`config.mk`:
```
export PLATFORM = sky130hd
export DESIGN_NAME = uart_command_line_parser
export DESIGN_NICKNAME = d
export VERILOG_FILES = /design/src/hdl/ucl_pkg.sv /design/src/hdl/ucl_ram.sv /design/src/hdl/ucl_ctrl.sv /design/src/hdl/ucl_dp.sv /design/src/hdl/uart_command_line_parser.sv
export SDC_FILE = /design/constraint.sdc
export NUM_CORES = 1
export LEC_CHECK = 0
export CORE_MARGIN = 2
export CORE_UTILIZATION = 50
export CTS_CLUSTER_DIAMETER = 50
export DETAILED_ROUTE_END_ITERATION = 7
export DONT_BUFFER_PORTS = 1
export RECOVER_POWER = 25
export SLEW_MARGIN = 20
export SYNTH_ARGS = -nofsm -noshare
export SYNTH_HDL_FRONTEND = slang
export SYNTH_HIERARCHICAL = 1
export SYNTH_SLANG_ARGS = --single-unit
export TNS_END_PERCENT = 100
```
`constraint.sdc`:
```
create_clock -name clk -period 5.85 [get_ports clk]
set_clock_uncertainty 0.05 [all_clocks]
set_input_delay 0.8775 -clock clk [delete_from_list [all_inputs] [get_ports clk]]
set_output_delay 0.8775 -clock clk [all_outputs]
set_load 0.03 [all_outputs]
```
`src/hdl/ucl_pkg.sv`:
```
package ucl_pkg;

  // default sizes
  localparam int LINE_CHARS_DEF  = 80;
  localparam int FIELD_LIMIT_DEF = 5;
  localparam int NAME_CHARS_DEF  = 16;

  // character codes
  localparam logic [7:0] CH_CR     = 8'd13;
  localparam logic [7:0] CH_BS     = 8'd8;
  localparam logic [7:0] CH_DEL    = 8'd127;
  localparam logic [7:0] CH_SPACE  = 8'd32;
  localparam logic [7:0] CH_LO_A   = 8'd97;
  localparam logic [7:0] CH_LO_F   = 8'd102;
  localparam logic [7:0] CH_LO_Z   = 8'd122;
  localparam logic [7:0] CH_UP_A   = 8'd65;
  localparam logic [7:0] CH_UP_Z   = 8'd90;
  localparam logic [7:0] CH_DIG_0  = 8'd48;
  localparam logic [7:0] CH_DIG_9  = 8'd57;
  localparam logic [7:0] CASE_GAP  = 8'd32;
  localparam logic [7:0] HEX_A_OFS = 8'd87;

  // command codes
  localparam logic [3:0] CMD_REBOOT  = 4'd0;
  localparam logic [3:0] CMD_PS      = 4'd1;
  localparam logic [3:0] CMD_IPCS    = 4'd2;
  localparam logic [3:0] CMD_KILL    = 4'd3;
  localparam logic [3:0] CMD_PKILL   = 4'd4;
  localparam logic [3:0] CMD_PI      = 4'd5;
  localparam logic [3:0] CMD_PREEMPT = 4'd6;
  localparam logic [3:0] CMD_SCHED   = 4'd7;
  localparam logic [3:0] CMD_PIDOF   = 4'd8;
  localparam logic [3:0] CMD_MEMINFO = 4'd9;
  localparam logic [3:0] CMD_RESTART = 4'd10;
  localparam int         CMD_WORDS   = 10;

  // argument words, indexed after the command words
  localparam logic [3:0] WORD_ON   = 4'd10;
  localparam logic [3:0] WORD_PRIO = 4'd11;

  // result kinds
  localparam logic KIND_HEADER = 1'b0;
  localparam logic KIND_NAME   = 1'b1;

  // controller to datapath
  typedef struct packed {
    logic in_take;
    logic scan_rd;
    logic scan_step;
    logic hdr_load;
    logic name_rd;
    logic name_load;
  } ucl_ctl_t;

  // datapath to controller
  typedef struct packed {
    logic line_end;
    logic scan_end;
    logic out_free;
    logic emit_zero;
    logic name_last;
  } ucl_sts_t;

  // byte j of a word, zero past its end
  function automatic logic [7:0] word_byte(input logic [3:0] k, input logic [2:0] j);
    logic [63:0] w;
    w = 64'h0;
    case (k)
      CMD_REBOOT:  w = {"reboot", 16'h0};
      CMD_PS:      w = {"ps", 48'h0};
      CMD_IPCS:    w = {"ipcs", 32'h0};
      CMD_KILL:    w = {"kill", 32'h0};
      CMD_PKILL:   w = {"pkill", 24'h0};
      CMD_PI:      w = {"pi", 48'h0};
      CMD_PREEMPT: w = {"preempt", 8'h0};
      CMD_SCHED:   w = {"sched", 24'h0};
      CMD_PIDOF:   w = {"pidof", 24'h0};
      CMD_MEMINFO: w = {"meminfo", 8'h0};
      WORD_ON:     w = {"on", 48'h0};
      WORD_PRIO:   w = {"prio", 32'h0};
      default:     w = 64'h0;
    endcase
    return w[63 - 8*j -: 8];
  endfunction

  // minimum argument count of each command word
  function automatic logic min_args(input logic [3:0] k);
    logic r;
    r = 1'b0;
    case (k)
      CMD_KILL, CMD_PKILL, CMD_PI, CMD_PREEMPT, CMD_SCHED, CMD_PIDOF: r = 1'b1;
      default: r = 1'b0;
    endcase
    return r;
  endfunction

  function automatic logic [7:0] fold(input logic [7:0] c);
    return (c >= CH_UP_A && c <= CH_UP_Z) ? c + CASE_GAP : c;
  endfunction

  function automatic logic is_alnum(input logic [7:0] c);
    return (c >= CH_LO_A && c <= CH_LO_Z) || (c >= CH_DIG_0 && c <= CH_DIG_9);
  endfunction

endpackage

```
`src/hdl/ucl_ram.sv`:
```
module ucl_ram #(
  parameter int WIDTH = 8,
  parameter int DEPTH = 80
) (
  input  logic                     clk,
  input  logic                     wr_en,
  input  logic [$clog2(DEPTH)-1:0] wr_addr,
  input  logic [WIDTH-1:0]         wr_data,
  input  logic                     rd_en,
  input  logic [$clog2(DEPTH)-1:0] rd_addr,
  output logic [WIDTH-1:0]         rd_data
);

  logic [WIDTH-1:0] mem [DEPTH];

  // write port
  always_ff @(posedge clk) begin
    if (wr_en) begin
      mem[wr_addr] <= wr_data;
    end
  end

  // registered read port
  always_ff @(posedge clk) begin
    if (rd_en) begin
      rd_data <= mem[rd_addr];
    end
  end

endmodule

```
`src/hdl/ucl_ctrl.sv`:
```
module ucl_ctrl (
  input  logic              clk,
  input  logic              rst_n,
  input  logic              in_valid,
  output logic              in_stall,
  input  ucl_pkg::ucl_sts_t sts,
  output ucl_pkg::ucl_ctl_t ctl
);

  localparam logic [2:0] ST_IDLE = 3'd0;
  localparam logic [2:0] ST_SRD  = 3'd1;
  localparam logic [2:0] ST_SPR  = 3'd2;
  localparam logic [2:0] ST_HDR  = 3'd3;
  localparam logic [2:0] ST_NRD  = 3'd4;
  localparam logic [2:0] ST_NPR  = 3'd5;

  logic [2:0] state_r, state_nxt;

  // next state and commands
  always_comb begin
    state_nxt = state_r;
    ctl       = '0;
    case (state_r)
      ST_IDLE: begin
        ctl.in_take = in_valid;
        if (in_valid && sts.line_end) state_nxt = ST_SRD;
      end
      ST_SRD: begin
        ctl.scan_rd = !sts.scan_end;
        state_nxt   = ST_SPR;
      end
      ST_SPR: begin
        ctl.scan_step = 1'b1;
        state_nxt     = sts.scan_end ? ST_HDR : ST_SRD;
      end
      ST_HDR: begin
        if (sts.out_free) begin
          ctl.hdr_load = 1'b1;
          state_nxt    = sts.emit_zero ? ST_IDLE : ST_NRD;
        end
      end
      ST_NRD: begin
        ctl.name_rd = 1'b1;
        state_nxt   = ST_NPR;
      end
      ST_NPR: begin
        if (sts.out_free) begin
          ctl.name_load = 1'b1;
          state_nxt     = sts.name_last ? ST_IDLE : ST_NRD;
        end
      end
      default: state_nxt = ST_IDLE;
    endcase
  end

  always_ff @(posedge clk) begin
    if (!rst_n) begin
      state_r <= ST_IDLE;
    end else begin
      state_r <= state_nxt;
    end
  end

  assign in_stall = (state_r != ST_IDLE);

  // a finished walk always leads to the header
  a_scan_to_hdr: assert property (@(posedge clk) disable iff (!rst_n)
    ctl.scan_step && sts.scan_end |=> state_r == ST_HDR)
    else $error("walk end did not reach header");

  // only one result is loaded per cycle
  a_one_load: assert property (@(posedge clk) disable iff (!rst_n)
    !(ctl.hdr_load && ctl.name_load))
    else $error("two loads at once");

  // a line end beat starts the walk
  a_line_start: assert property (@(posedge clk) disable iff (!rst_n)
    ctl.in_take && sts.line_end |=> state_r == ST_SRD)
    else $error("line end did not start walk");

endmodule

```
`src/hdl/ucl_dp.sv`:
```
module ucl_dp #(
  parameter int LINE_CHARS  = ucl_pkg::LINE_CHARS_DEF,
  parameter int FIELD_LIMIT = ucl_pkg::FIELD_LIMIT_DEF,
  parameter int NAME_CHARS  = ucl_pkg::NAME_CHARS_DEF
) (
  input  logic              clk,
  input  logic              rst_n,
  input  logic [7:0]        in_rx_byte,
  input  logic              out_stall,
  output logic              out_valid,
  output logic              out_result_kind,
  output logic [3:0]        out_command,
  output logic [2:0]        out_field_count,
  output logic              out_switch_on,
  output logic [31:0]       out_pid_value,
  output logic [7:0]        out_name_char,
  output logic              out_name_cut,
  output logic              out_last,
  input  ucl_pkg::ucl_ctl_t ctl,
  output ucl_pkg::ucl_sts_t sts
);

  localparam int IW = $clog2(LINE_CHARS + 1);
  localparam int AW = $clog2(LINE_CHARS);
  localparam int FW = $clog2(FIELD_LIMIT + 1);
  localparam int NW = $clog2(NAME_CHARS + 2);
  localparam int PW = IW + NW;

  // line editing
  logic [IW-1:0] len_r, len_nxt;
  logic          full, line_end, is_print, is_erase, wr_en;

  // line end walk
  logic [IW-1:0]            n_r, idx_r, fpos0_r, fpos1_r, stop_r;
  logic [FW-1:0]            fcnt_r, cur_r;
  logic                     in_field_r;
  logic [2:0]               off_r;
  logic [ucl_pkg::CMD_WORDS-1:0] mvec_r;
  logic                     on_r, prio_r, hex_r;
  logic [31:0]              pid_r;
  logic [NW-1:0]            len0_r, len1_r, j_r;

  // output register
  logic        ovalid_r;
  logic        okind_r, osw_r, ocut_r, olast_r;
  logic [3:0]  ocmd_r;
  logic [2:0]  ofc_r;
  logic [31:0] opid_r;
  logic [7:0]  ochar_r;

  logic [7:0]    rd_data, folded, eff, name_ch;
  logic          stopped, active, at_end;
  logic [FW-1:0] fsel;
  logic [2:0]    offs;
  logic [3:0]    hex_d;
  logic          hex_ok;
  logic [3:0]    cmd;
  logic [2:0]    fc;
  logic          sw;
  logic [31:0]   pid;
  logic [NW-1:0] name_len, emit;
  logic          cut;
  logic [IW-1:0] name_pos;
  logic [PW-1:0] name_addr;
  logic [AW-1:0] rd_addr;

  // input beat decode
  assign full     = (len_r == IW'(LINE_CHARS));
  assign line_end = (in_rx_byte == ucl_pkg::CH_CR) || full;
  assign is_print = (in_rx_byte >= ucl_pkg::CH_SPACE) && (in_rx_byte < ucl_pkg::CH_DEL);
  assign is_erase = (in_rx_byte == ucl_pkg::CH_BS) || (in_rx_byte == ucl_pkg::CH_DEL);
  assign wr_en    = ctl.in_take && !line_end && is_print;

  always_comb begin
    len_nxt = len_r;
    if (ctl.in_take) begin
      if (line_end) len_nxt = '0;
      else if (is_print) len_nxt = len_r + 1'b1;
      else if (is_erase && len_r != '0) len_nxt = len_r - 1'b1;
    end
  end

  always_ff @(posedge clk) begin
    if (!rst_n) begin
      len_r <= '0;
    end else begin
      len_r <= len_nxt;
    end
  end

  // line store
  assign name_addr = PW'(name_pos) + PW'(j_r);
  assign rd_addr   = ctl.name_rd ? AW'(name_addr) : AW'(idx_r);

  ucl_ram #(.WIDTH(8), .DEPTH(LINE_CHARS)) u_line (
    .clk     (clk),
    .wr_en   (wr_en),
    .wr_addr (AW'(len_r)),
    .wr_data (in_rx_byte),
    .rd_en   (ctl.scan_rd || ctl.name_rd),
    .rd_addr (rd_addr),
    .rd_data (rd_data)
  );

  // effective character at the walk position
  assign at_end  = (idx_r == n_r);
  assign stopped = (fcnt_r >= FW'(FIELD_LIMIT));
  assign folded  = ucl_pkg::fold(rd_data);
  always_comb begin
    if (at_end) eff = 8'h0;
    else if (stopped) eff = rd_data;
    else eff = ucl_pkg::is_alnum(folded) ? folded : 8'h0;
  end
  assign active = in_field_r || (eff != 8'h0);
  assign fsel   = in_field_r ? cur_r : fcnt_r;
  assign offs   = in_field_r ? off_r : 3'd0;

  // hex digit
  always_comb begin
    hex_ok = 1'b1;
    hex_d  = 4'h0;
    if (eff >= ucl_pkg::CH_DIG_0 && eff <= ucl_pkg::CH_DIG_9) begin
      hex_d = 4'(eff - ucl_pkg::CH_DIG_0);
    end else if (eff >= ucl_pkg::CH_LO_A && eff <= ucl_pkg::CH_LO_F) begin
      hex_d = 4'(eff - ucl_pkg::HEX_A_OFS);
    end else begin
      hex_ok = 1'b0;
    end
  end

  // walk registers
  always_ff @(posedge clk) begin
    if (ctl.in_take && line_end) begin
      n_r        <= len_r;
      idx_r      <= '0;
      fcnt_r     <= '0;
      cur_r      <= '0;
      in_field_r <= 1'b0;
      off_r      <= '0;
      mvec_r     <= '1;
      on_r       <= 1'b1;
      prio_r     <= 1'b1;
      hex_r      <= 1'b1;
      pid_r      <= '0;
      len0_r     <= '0;
      len1_r     <= '0;
      fpos0_r    <= '0;
      fpos1_r    <= '0;
      stop_r     <= IW'(LINE_CHARS);
      j_r        <= '0;
    end else if (ctl.scan_step) begin
      if (!at_end) idx_r <= idx_r + 1'b1;
      if (active && fsel == FW'(0)) begin
        for (int k = 0; k < ucl_pkg::CMD_WORDS; k++) begin
          if (eff != ucl_pkg::word_byte(4'(k), offs)) mvec_r[k] <= 1'b0;
        end
        if (eff != 8'h0 && len0_r < NW'(NAME_CHARS + 1)) len0_r <= len0_r + 1'b1;
      end
      if (active && fsel == FW'(1)) begin
        if (eff != ucl_pkg::word_byte(ucl_pkg::WORD_ON, offs)) on_r <= 1'b0;
        if (eff != ucl_pkg::word_byte(ucl_pkg::WORD_PRIO, offs)) prio_r <= 1'b0;
        if (hex_r && hex_ok) pid_r <= {pid_r[27:0], hex_d};
        else hex_r <= 1'b0;
        if (eff != 8'h0 && len1_r < NW'(NAME_CHARS + 1)) len1_r <= len1_r + 1'b1;
      end
      // field start, continuation and end
      if (!in_field_r && eff != 8'h0) begin
        cur_r      <= fcnt_r;
        fcnt_r     <= fcnt_r + 1'b1;
        in_field_r <= 1'b1;
        off_r      <= 3'd1;
        if (fcnt_r == FW'(0)) fpos0_r <= idx_r;
        if (fcnt_r == FW'(1)) fpos1_r <= idx_r;
        if (fcnt_r == FW'(FIELD_LIMIT - 1)) stop_r <= idx_r + 1'b1;
      end else if (in_field_r) begin
        if (eff == 8'h0) in_field_r <= 1'b0;
        else if (off_r != 3'd7) off_r <= off_r + 1'b1;
      end
    end else if (ctl.name_load) begin
      j_r <= j_r + 1'b1;
    end
  end

  // command decode, first match wins
  always_comb begin
    cmd = ucl_pkg::CMD_RESTART;
    for (int k = ucl_pkg::CMD_WORDS - 1; k >= 0; k--) begin
      if (mvec_r[k] && fcnt_r > FW'(ucl_pkg::min_args(4'(k)))) cmd = 4'(k);
    end
  end

  assign fc = (fcnt_r > FW'(7)) ? 3'd7 : 3'(fcnt_r);

  always_comb begin
    sw  = 1'b0;
    pid = '0;
    case (cmd)
      ucl_pkg::CMD_KILL:    pid = pid_r;
      ucl_pkg::CMD_PI:      sw  = on_r;
      ucl_pkg::CMD_PREEMPT: sw  = on_r;
      ucl_pkg::CMD_SCHED:   sw  = prio_r;
      default:              sw  = 1'b0;
    endcase
  end

  // name argument
  always_comb begin
    name_pos = fpos0_r;
    name_len = '0;
    if (cmd == ucl_pkg::CMD_PKILL || cmd == ucl_pkg::CMD_PIDOF) begin
      name_pos = fpos1_r;
      name_len = len1_r;
    end else if (cmd == ucl_pkg::CMD_RESTART && fcnt_r != '0) begin
      name_len = len0_r;
    end
  end
  assign cut     = (name_len > NW'(NAME_CHARS));
  assign emit    = cut ? NW'(NAME_CHARS) : name_len;
  assign name_ch = (name_addr >= PW'(stop_r)) ? rd_data : folded;

  // output register
  always_ff @(posedge clk) begin
    if (!rst_n) begin
      ovalid_r <= 1'b0;
    end else if (ctl.hdr_load || ctl.name_load) begin
      ovalid_r <= 1'b1;
    end else if (!out_stall) begin
      ovalid_r <= 1'b0;
    end
  end

  always_ff @(posedge clk) begin
    if (ctl.hdr_load) begin
      okind_r <= ucl_pkg::KIND_HEADER;
      ocmd_r  <= cmd;
      ofc_r   <= fc;
      osw_r   <= sw;
      opid_r  <= pid;
      ochar_r <= 8'h0;
      ocut_r  <= cut;
      olast_r <= (emit == '0);
    end else if (ctl.name_load) begin
      okind_r <= ucl_pkg::KIND_NAME;
      ocmd_r  <= cmd;
      ofc_r   <= fc;
      osw_r   <= 1'b0;
      opid_r  <= '0;
      ochar_r <= name_ch;
      ocut_r  <= cut;
      olast_r <= (NW'(j_r + 1'b1) == emit);
    end
  end

  assign out_valid       = ovalid_r;
  assign out_result_kind = okind_r;
  assign out_command     = ocmd_r;
  assign out_field_count = ofc_r;
  assign out_switch_on   = osw_r;
  assign out_pid_value   = opid_r;
  assign out_name_char   = ochar_r;
  assign out_name_cut    = ocut_r;
  assign out_last        = olast_r;

  // status
  assign sts.line_end  = line_end;
  assign sts.scan_end  = at_end;
  assign sts.out_free  = !ovalid_r || !out_stall;
  assign sts.emit_zero = (emit == '0);
  assign sts.name_last = (NW'(j_r + 1'b1) == emit);

  // line length stays within the store
  a_len_bound: assert property (@(posedge clk) disable iff (!rst_n)
    len_r <= IW'(LINE_CHARS))
    else $error("line length beyond store");

  // a line end beat empties the line
  a_len_clear: assert property (@(posedge clk) disable iff (!rst_n)
    ctl.in_take && line_end |=> len_r == '0)
    else $error("line not cleared at line end");

  // field count never passes the limit
  a_fcnt_bound: assert property (@(posedge clk) disable iff (!rst_n)
    ctl.scan_step |-> fcnt_r <= FW'(FIELD_LIMIT))
    else $error("field count beyond limit");

endmodule

```
`src/hdl/uart_command_line_parser.sv`:
```
// serial command line parser
// input channel: one received byte per beat (in_valid, in_stall, in_rx_byte).
// printable bytes go into the line store, backspace and delete remove the
// last byte, other bytes are dropped; these beats give no result.
// enter, or any byte when the line is full, ends the line. the block then
// stalls its input and walks the stored line one character at a time
// (one line store read, one step of the field scanner), then loads the
// header beat into the output register once that register is free.
// for pkill, pidof and task restart up to NAME_CHARS name character beats
// follow the header, each read from the line store and then loaded.
// out_last marks the final beat of a line.
// results sit in an output register; while out_stall is high the beat holds
// and the block waits, but it accepts new bytes once the last result of a
// line is loaded.
// reset empties the line and drops any pending result; the line store
// contents are not cleared.
module uart_command_line_parser #(
  parameter int LINE_CHARS  = ucl_pkg::LINE_CHARS_DEF,
  parameter int FIELD_LIMIT = ucl_pkg::FIELD_LIMIT_DEF,
  parameter int NAME_CHARS  = ucl_pkg::NAME_CHARS_DEF
) (
  input  logic        clk,
  input  logic        rst_n,
  input  logic        in_valid,
  output logic        in_stall,
  input  logic [7:0]  in_rx_byte,
  output logic        out_valid,
  input  logic        out_stall,
  output logic        out_result_kind,
  output logic [3:0]  out_command,
  output logic [2:0]  out_field_count,
  output logic        out_switch_on,
  output logic [31:0] out_pid_value,
  output logic [7:0]  out_name_char,
  output logic        out_name_cut,
  output logic        out_last
);

  ucl_pkg::ucl_ctl_t ctl;
  ucl_pkg::ucl_sts_t sts;

  // sequencer
  ucl_ctrl u_ctrl (
    .clk      (clk),
    .rst_n    (rst_n),
    .in_valid (in_valid),
    .in_stall (in_stall),
    .sts      (sts),
    .ctl      (ctl)
  );

  // line store, scanner and output register
  ucl_dp #(
    .LINE_CHARS  (LINE_CHARS),
    .FIELD_LIMIT (FIELD_LIMIT),
    .NAME_CHARS  (NAME_CHARS)
  ) u_dp (
    .clk             (clk),
    .rst_n           (rst_n),
    .in_rx_byte      (in_rx_byte),
    .out_stall       (out_stall),
    .out_valid       (out_valid),
    .out_result_kind (out_result_kind),
    .out_command     (out_command),
    .out_field_count (out_field_count),
    .out_switch_on   (out_switch_on),
    .out_pid_value   (out_pid_value),
    .out_name_char   (out_name_char),
    .out_name_cut    (out_name_cut),
    .out_last        (out_last),
    .ctl             (ctl),
    .sts             (sts)
  );

endmodule

```
==> out/results.txt, run 1 <==
Most common cell after layout, fill and taps aside: edfxtp_1
Crit path launch type: flop
Post-synth net total: 2308
Die W: 268 µm
CP Launch Point: u_dp/fcnt_r[1]$_SDFFE_PP0P_
Synth warn: 6
Critical path data required time: 6190 ps
Area leader, netlist: edfxtp_1
# DRC: 0
Hold buffer count at cts: 0
Synth unique cells: 86
Final Max Slew Viols: 0
Critical path fanouts, max: 18
HP Start: in_rx_byte[2]
Worst slew margin: 29.5%
Via count of the routed design: 20073
Synth Flop Type: edfxtp_1
Pre-CTS setup slack: 125 ps
RSZ-0062 raised after global routing: false
Leakage: 13.3 nW
Area delta synth->final: 12.4%
Root Buffer: clkbuf_16
Core footprint: 0.0689 mm²
Critical path class: reg2reg
Hold Crit Class: in2reg
CP max-delay cell: mux4_2
Tightest hold margin: 277 ps
VDD IR-drop max: 0.284 mV
Syn avg cell area: 15.5 µm²
Initial DRT Pass Iterations: 6
Drt via density: 6.11
R2r worst-path depth: 21
Post-synthesis sequential area ratio: 66.7%
Top Metal Used: met4
DRT iter0 DRCs: 1957
First-pass GRT wire length: 126000 µm
TritonCTS Buffers: 95
Tcrit/Tclk final: 95.1%
Hold depth: 0
Vias in the first global route: 19768
Worst-case clock buffer depth: 3
Synthesized area: 0.0349 mm²
WL final: 84000 µm
Max Freq: 180 MHz
CTS tree: done
Pin count of the biggest net entering global routing: 84
Htree depth: 3
Outcome: completed
Worst path cell trace: inv_1 -> ha_1 -> o21ba_2 -> o32ai_1 -> a211oi_4 -> o31ai_4 -> mux2_2 -> ha_1 -> inv_1 -> fa_1 -> nor2b_1 -> o21a_1 -> nor2_1 -> xnor2_2 -> mux2_4 -> buf_6 -> mux4_2 -> a22oi_1 -> nand4_1 -> a22oi_1 -> nand2_1
Ranking of synthesized cells by area: edfxtp_1 60%, mux4_2 11%, dfxtp_1 6.8%
Most frequent cells in the layout: 697 x edfxtp_1, 229 x nor2_1, 168 x mux4_2
Top Ports: 65
Met2 wire length: 41200 µm
Overall Power: 15.1 mW
GRT Util Overall: 23.5%
Die Y: 268 µm
Clk slew on worst S/H paths: 60 ps
Crit. End Element: flop
Power Dens Cells: 384 mW/mm²
Buffers on Ports: 0
Crit path DAT: 5900 ps
Total gr overflow: 0
Met3 wire length: 5340 µm
#FFs+latches synth: 815
Initial Util: 50.7%
Area after DPL: 0.0359 mm²
Setup TNS: 0 ps
Fin. Hold Viols: 0
Share of layout cells above drive strength 1: 18.2%
CP max stage delay: 550 ps
GP Congestion: 0.923
Post-synthesis async set-or-reset flop share: 0%
Detailed Place HPWL: 52800 µm
Ant diodes: 0
WL met1: 34700 µm
Syn Inst Count: 2255
EDFF count, synth: 697
Worst skew pair latency: 640 ps
Fin area: 0.0393 mm²
Max-cap viol count: 0
Setup WS post-layout: 286 ps
Rows: 96
Worst r2r src: u_dp/fcnt_r[1]$_SDFFE_PP0P_
Clock sinks: 815
Per-cell routed wire length: 25.5 µm
Filler Cell Count: 5390
Nets@finish: 2328
Min Clock Period, post-route: 5560 ps
Worst-margin pin slew: 1060 ps
ANT nets after route: 0
Yosys top cell area share: 59.9%
Setup-failing EPs final: 0
Die footprint: 0.0720 mm²
Initial antenna violation count: 0
## critical path: cells and delay by family (launching register included)
family	cells	cell delay (ps)
xor gates and xnor gates	1	350
adders and majority gates	3	800
and+or+nand+nor	4	410
DFF	1	330
buffers and inverters	3	410
AOI/OAI and AO/OA	7	1780
muxes	3	1170
## repair_timing
item,in CTS,in global routing
setup endpoints to repair,0,8
buffers inserted,0,5
resized for setup,0,5
endpoints found under the hold margin,0,0
## synth_stat cells (all sizes together), types with 21 or more instances
cell type and instances:
inv 46, mux2i 92, nand4 21, nand2 120
a22oi 56, nor3 29, clkbuf 64, o21ai 42
nor2 229, and2 43, buf 72, dfxtp 118
xnor2 31, ha 39, nor2b 21, a21oi 56
edfxtp 697, nand3 29, mux4 168
## sequential cells by signal, indices dropped and copies added, names as in the netlist, 8 cells and up
register             cells
u_dp/out_pid_value      32
u_dp/u_line/rd_data      8
u_dp/pid_r              32
u_dp/out_name_char       8
u_dp/u_line/mem        640
u_dp/mvec_r             10
## final cells by class
cell class / instances / area, µm² / area share [%]
clock buffer: 113 / 2550 / 6.49
multi-input combinational: 1256 / 10900 / 27.6
timing repair buffer: 58 / 531 / 1.35
clock inverter: 65 / 709 / 1.81
sequential: 815 / 23300 / 59.3
tap: 931 / 1160 / 2.96
inverter: 49 / 184 / 0.468
## power by group
part	total, mW	leakage, nW	internal (mW)	switching [mW]
registers	6.59	7.33	6.44	0.158
logic	2.51	4.35	1.13	1.37
clock network	5.99	1.59	3.60	2.40
## layer usage
metal  track usage, %  up-vias
met1             31.8    10314
met5                0        -
li1                 -     8865
met4             8.18        0
met3             4.44      165
met2             38.5      729
## cells by family (layout without fill, tap and decap cells)
group | after synthesis | after routing | synth area share, %
adder cells (fa/ha/maj) | 41 | 41 | 1.51
XOR/XNOR | 46 | 46 | 1.15
AO/OA/AOI/OAI | 305 | 305 | 6.25
AND/OR/NAND/NOR | 592 | 592 | 8.13
flip-flops | 815 | 815 | 66.7
buffers and inverters | 185 | 285 | 2.47
multiplexers | 271 | 272 | 13.8
## worst paths after layout
kind,end,slack (ps)
setup / recovery,u_dp/u_line/rd_data[6]$_DFFE_PP_,290
setup reg to reg,u_dp/u_line/rd_data[6]$_DFFE_PP_,290
hold / removal,u_dp/u_line/mem[19][2]$_DFFE_PP_,280
hold reg to reg,u_dp/hex_r$_SDFFE_PP1P_,420
## stage by stage
step	cells	utilization [%]
after CTS	3281	56.9
after global placement	3103	52.1
after global routing	3287	57.0
after floorplan	2255	-
after detailed placement	3103	52.1
final	3287	57.0
Power figures use the tool's default switching activity.
==> run 2: changes to the inputs <==
--- a/config.mk
+++ b/config.mk
@@ -6,10 +6,11 @@
 export NUM_CORES = 1
 export LEC_CHECK = 0
 export CORE_MARGIN = 2
-export CORE_UTILIZATION = 50
+export CORE_UTILIZATION = 55
 export CTS_CLUSTER_DIAMETER = 50
 export DETAILED_ROUTE_END_ITERATION = 7
 export DONT_BUFFER_PORTS = 1
+export PLACE_DENSITY = 0.7
 export RECOVER_POWER = 25
 export SLEW_MARGIN = 20
 export SYNTH_ARGS = -nofsm -noshare
==> out/results.txt, run 2 (synthesized netlist as in run 1, its figures left out) <==
Outcome: completed (unchanged)
Hold depth: 0 (unchanged)
Crit path launch type: flop (unchanged)
Worst slew margin: 31.4% (was 29.5%)
Setup TNS: 0 ps (unchanged)
Via count of the routed design: 20211 (was 20073)
Top Metal Used: met4 (unchanged)
Overall Power: 14.7 mW (was 15.1 mW)
Clk slew on worst S/H paths: 60 ps (about the same)
Core footprint: 0.0630 mm² (was 0.0689 mm²)
Crit. End Element: flop (unchanged)
Root Buffer: clkbuf_16 (unchanged)
Initial antenna violation count: 0 (unchanged)
Fin area: 0.0388 mm² (was 0.0393 mm²)
Area after DPL: 0.0358 mm² (was 0.0359 mm²)
Max reg flops: 640 (unchanged)
Critical path fanouts, max: 16 (was 18)
Drt via density: 6.36 (was 6.11)
Ant diodes: 0 (unchanged)
PostCTS Resize Cnt: 0 (unchanged)
ANT nets after route: 0 (unchanged)
GRT Util Overall: 25.0% (was 23.5%)
Final Max Slew Viols: 0 (unchanged)
Area delta synth->final: 11.0% (was 12.4%)
Buffers on Ports: 0 (unchanged)
Die Y: 256 µm (was 268 µm)
Worst-margin pin slew: 1030 ps (was 1060 ps)
Reg with most FFs: u_dp/u_line/mem (unchanged)
Max Freq: 182 MHz (was 180 MHz)
Setup-failing EPs final: 0 (unchanged)
Hold buffer count at cts: 0 (unchanged)
Filler Cell Count: 4568 (was 5390)
Rows: 92 (was 96)
Critical path class: reg2reg (unchanged)
Tightest hold margin: 287 ps (was 277 ps)
Fin. Hold Viols: 0 (unchanged)
Pre-CTS setup slack: 186 ps (was 125 ps)
Per-cell routed wire length: 25.6 µm (was 25.5 µm)
Leakage: 13.0 nW (was 13.3 nW)
Critical path data required time: 6190 ps (about the same)
Register area: 0.0233 mm² (unchanged)
Most frequent cells in the layout: 697 x edfxtp_1, 229 x nor2_1, 168 x mux4_2 (unchanged)
Top Ports: 65 (unchanged)
RSZ-0062 raised after global routing: false (unchanged)
Post-CTS setup buffers: 0 (unchanged)
First-pass GRT wire length: 124000 µm (was 126000 µm)
TritonCTS Buffers: 89 (was 95)
GP Congestion: 0.925 (was 0.923)
Worst skew pair latency: 640 ps (about the same)
DRT iter0 DRCs: 2274 (was 1957)
Worst r2r src: u_dp/fcnt_r[0]$_SDFFE_PP0P_ (was u_dp/fcnt_r[1]$_SDFFE_PP0P_)
Hold Crit Class: in2reg (unchanged)
WL met1: 32900 µm (was 34700 µm)
Power Dens Cells: 378 mW/mm² (was 384 mW/mm²)
Clock sinks: 815 (unchanged)
WL final: 81400 µm (was 84000 µm)
Vias in the first global route: 19884 (was 19768)
Share of layout cells above drive strength 1: 17.0% (was 18.2%)
Multi-input logic area: 0.0109 mm² (about the same)
Worst-case clock buffer depth: 3 (unchanged)
Min Clock Period, post-route: 5490 ps (was 5560 ps)
Detailed Place HPWL: 51700 µm (was 52800 µm)
Met2 wire length: 39400 µm (was 41200 µm)
Pin count of the biggest net entering global routing: 84 (unchanged)
Htree depth: 3 (unchanged)
Max-cap viol count: 0 (unchanged)
Crit path DAT: 5820 ps (was 5900 ps)
Nets@finish: 2308 (was 2328)
CTS tree: done (unchanged)
Met3 wire length: 5970 µm (was 5340 µm)
Setup WS post-layout: 364 ps (was 286 ps)
VDD IR-drop max: 0.298 mV (was 0.284 mV)
HP Start: in_rx_byte[4] (was in_rx_byte[2])
Die footprint: 0.0656 mm² (was 0.0720 mm²)
CP Launch Point: u_dp/fcnt_r[0]$_SDFFE_PP0P_ (was u_dp/fcnt_r[1]$_SDFFE_PP0P_)
Total gr overflow: 0 (unchanged)
Tcrit/Tclk final: 93.8% (was 95.1%)
# DRC: 0 (unchanged)
R2r worst-path depth: 21 (unchanged)
Initial Util: 55.5% (was 50.7%)
Initial DRT Pass Iterations: 6 (unchanged)
Most common cell after layout, fill and taps aside: edfxtp_1 (unchanged)
Die W: 256 µm (was 268 µm)
## run 2: worst max-delay path, stage by stage (launching register included)
cell and delay, ps:
dfxtp_1 340, inv_1 140, ha_1 220, nor2b_1 290
o22ai_1 120, a211oi_2 530, o31ai_4 220, mux2_2 290
ha_1 150, inv_1 50, fa_1 390, nor2b_1 130
o21a_1 130, nor2_1 60, xnor2_2 290, mux2_4 420
buf_4 300, mux4_2 330, a22oi_1 290, nand4_1 190
a22oi_1 240, nand2_1 70
## run 2: power by group
group | leakage, nW | switching [mW] | internal [mW]
Combinational | 4.28 | 1.35 | 1.11
Clock | 1.44 | 2.28 | 3.32
Sequential | 7.33 | 0.162 | 6.44
Total | 13.0 | 3.79 | 10.9
## run 2: area by class of cell
cell class | count | area share (%)
flip-flops and latches | 815 | 60.1
multi-input cells | 1256 | 28.0
clock buffers | 114 | 6.25
well taps | 846 | 2.73
clock inverters | 52 | 1.42
repair buffers | 44 | 1.05
inverters | 49 | 0.474
## run 2: final timing paths
kind	to	slack, ps
worst max-delay path	u_dp/u_line/rd_data[2]$_DFFE_PP_	360
worst min register to register	u_dp/on_r$_SDFFE_PP1P_	440
worst min-delay path	u_dp/u_line/mem[25][4]$_DFFE_PP_	290
worst max register to register	u_dp/u_line/rd_data[2]$_DFFE_PP_	360
## run 2: metrics by stage
step	std cells	utilization (%)
after floorplan	2255	-
after global placement	3009	56.8
after detailed placement	3009	56.8
after CTS	3175	61.5
after global routing	3176	61.6
final	3176	61.6
## run 2: per-layer routing
layer	GRT usage (%)	vias up
met5	0	-
met4	9.42	0
met3	4.31	182
met2	40.2	883
met1	34.6	10335
li1	-	8811
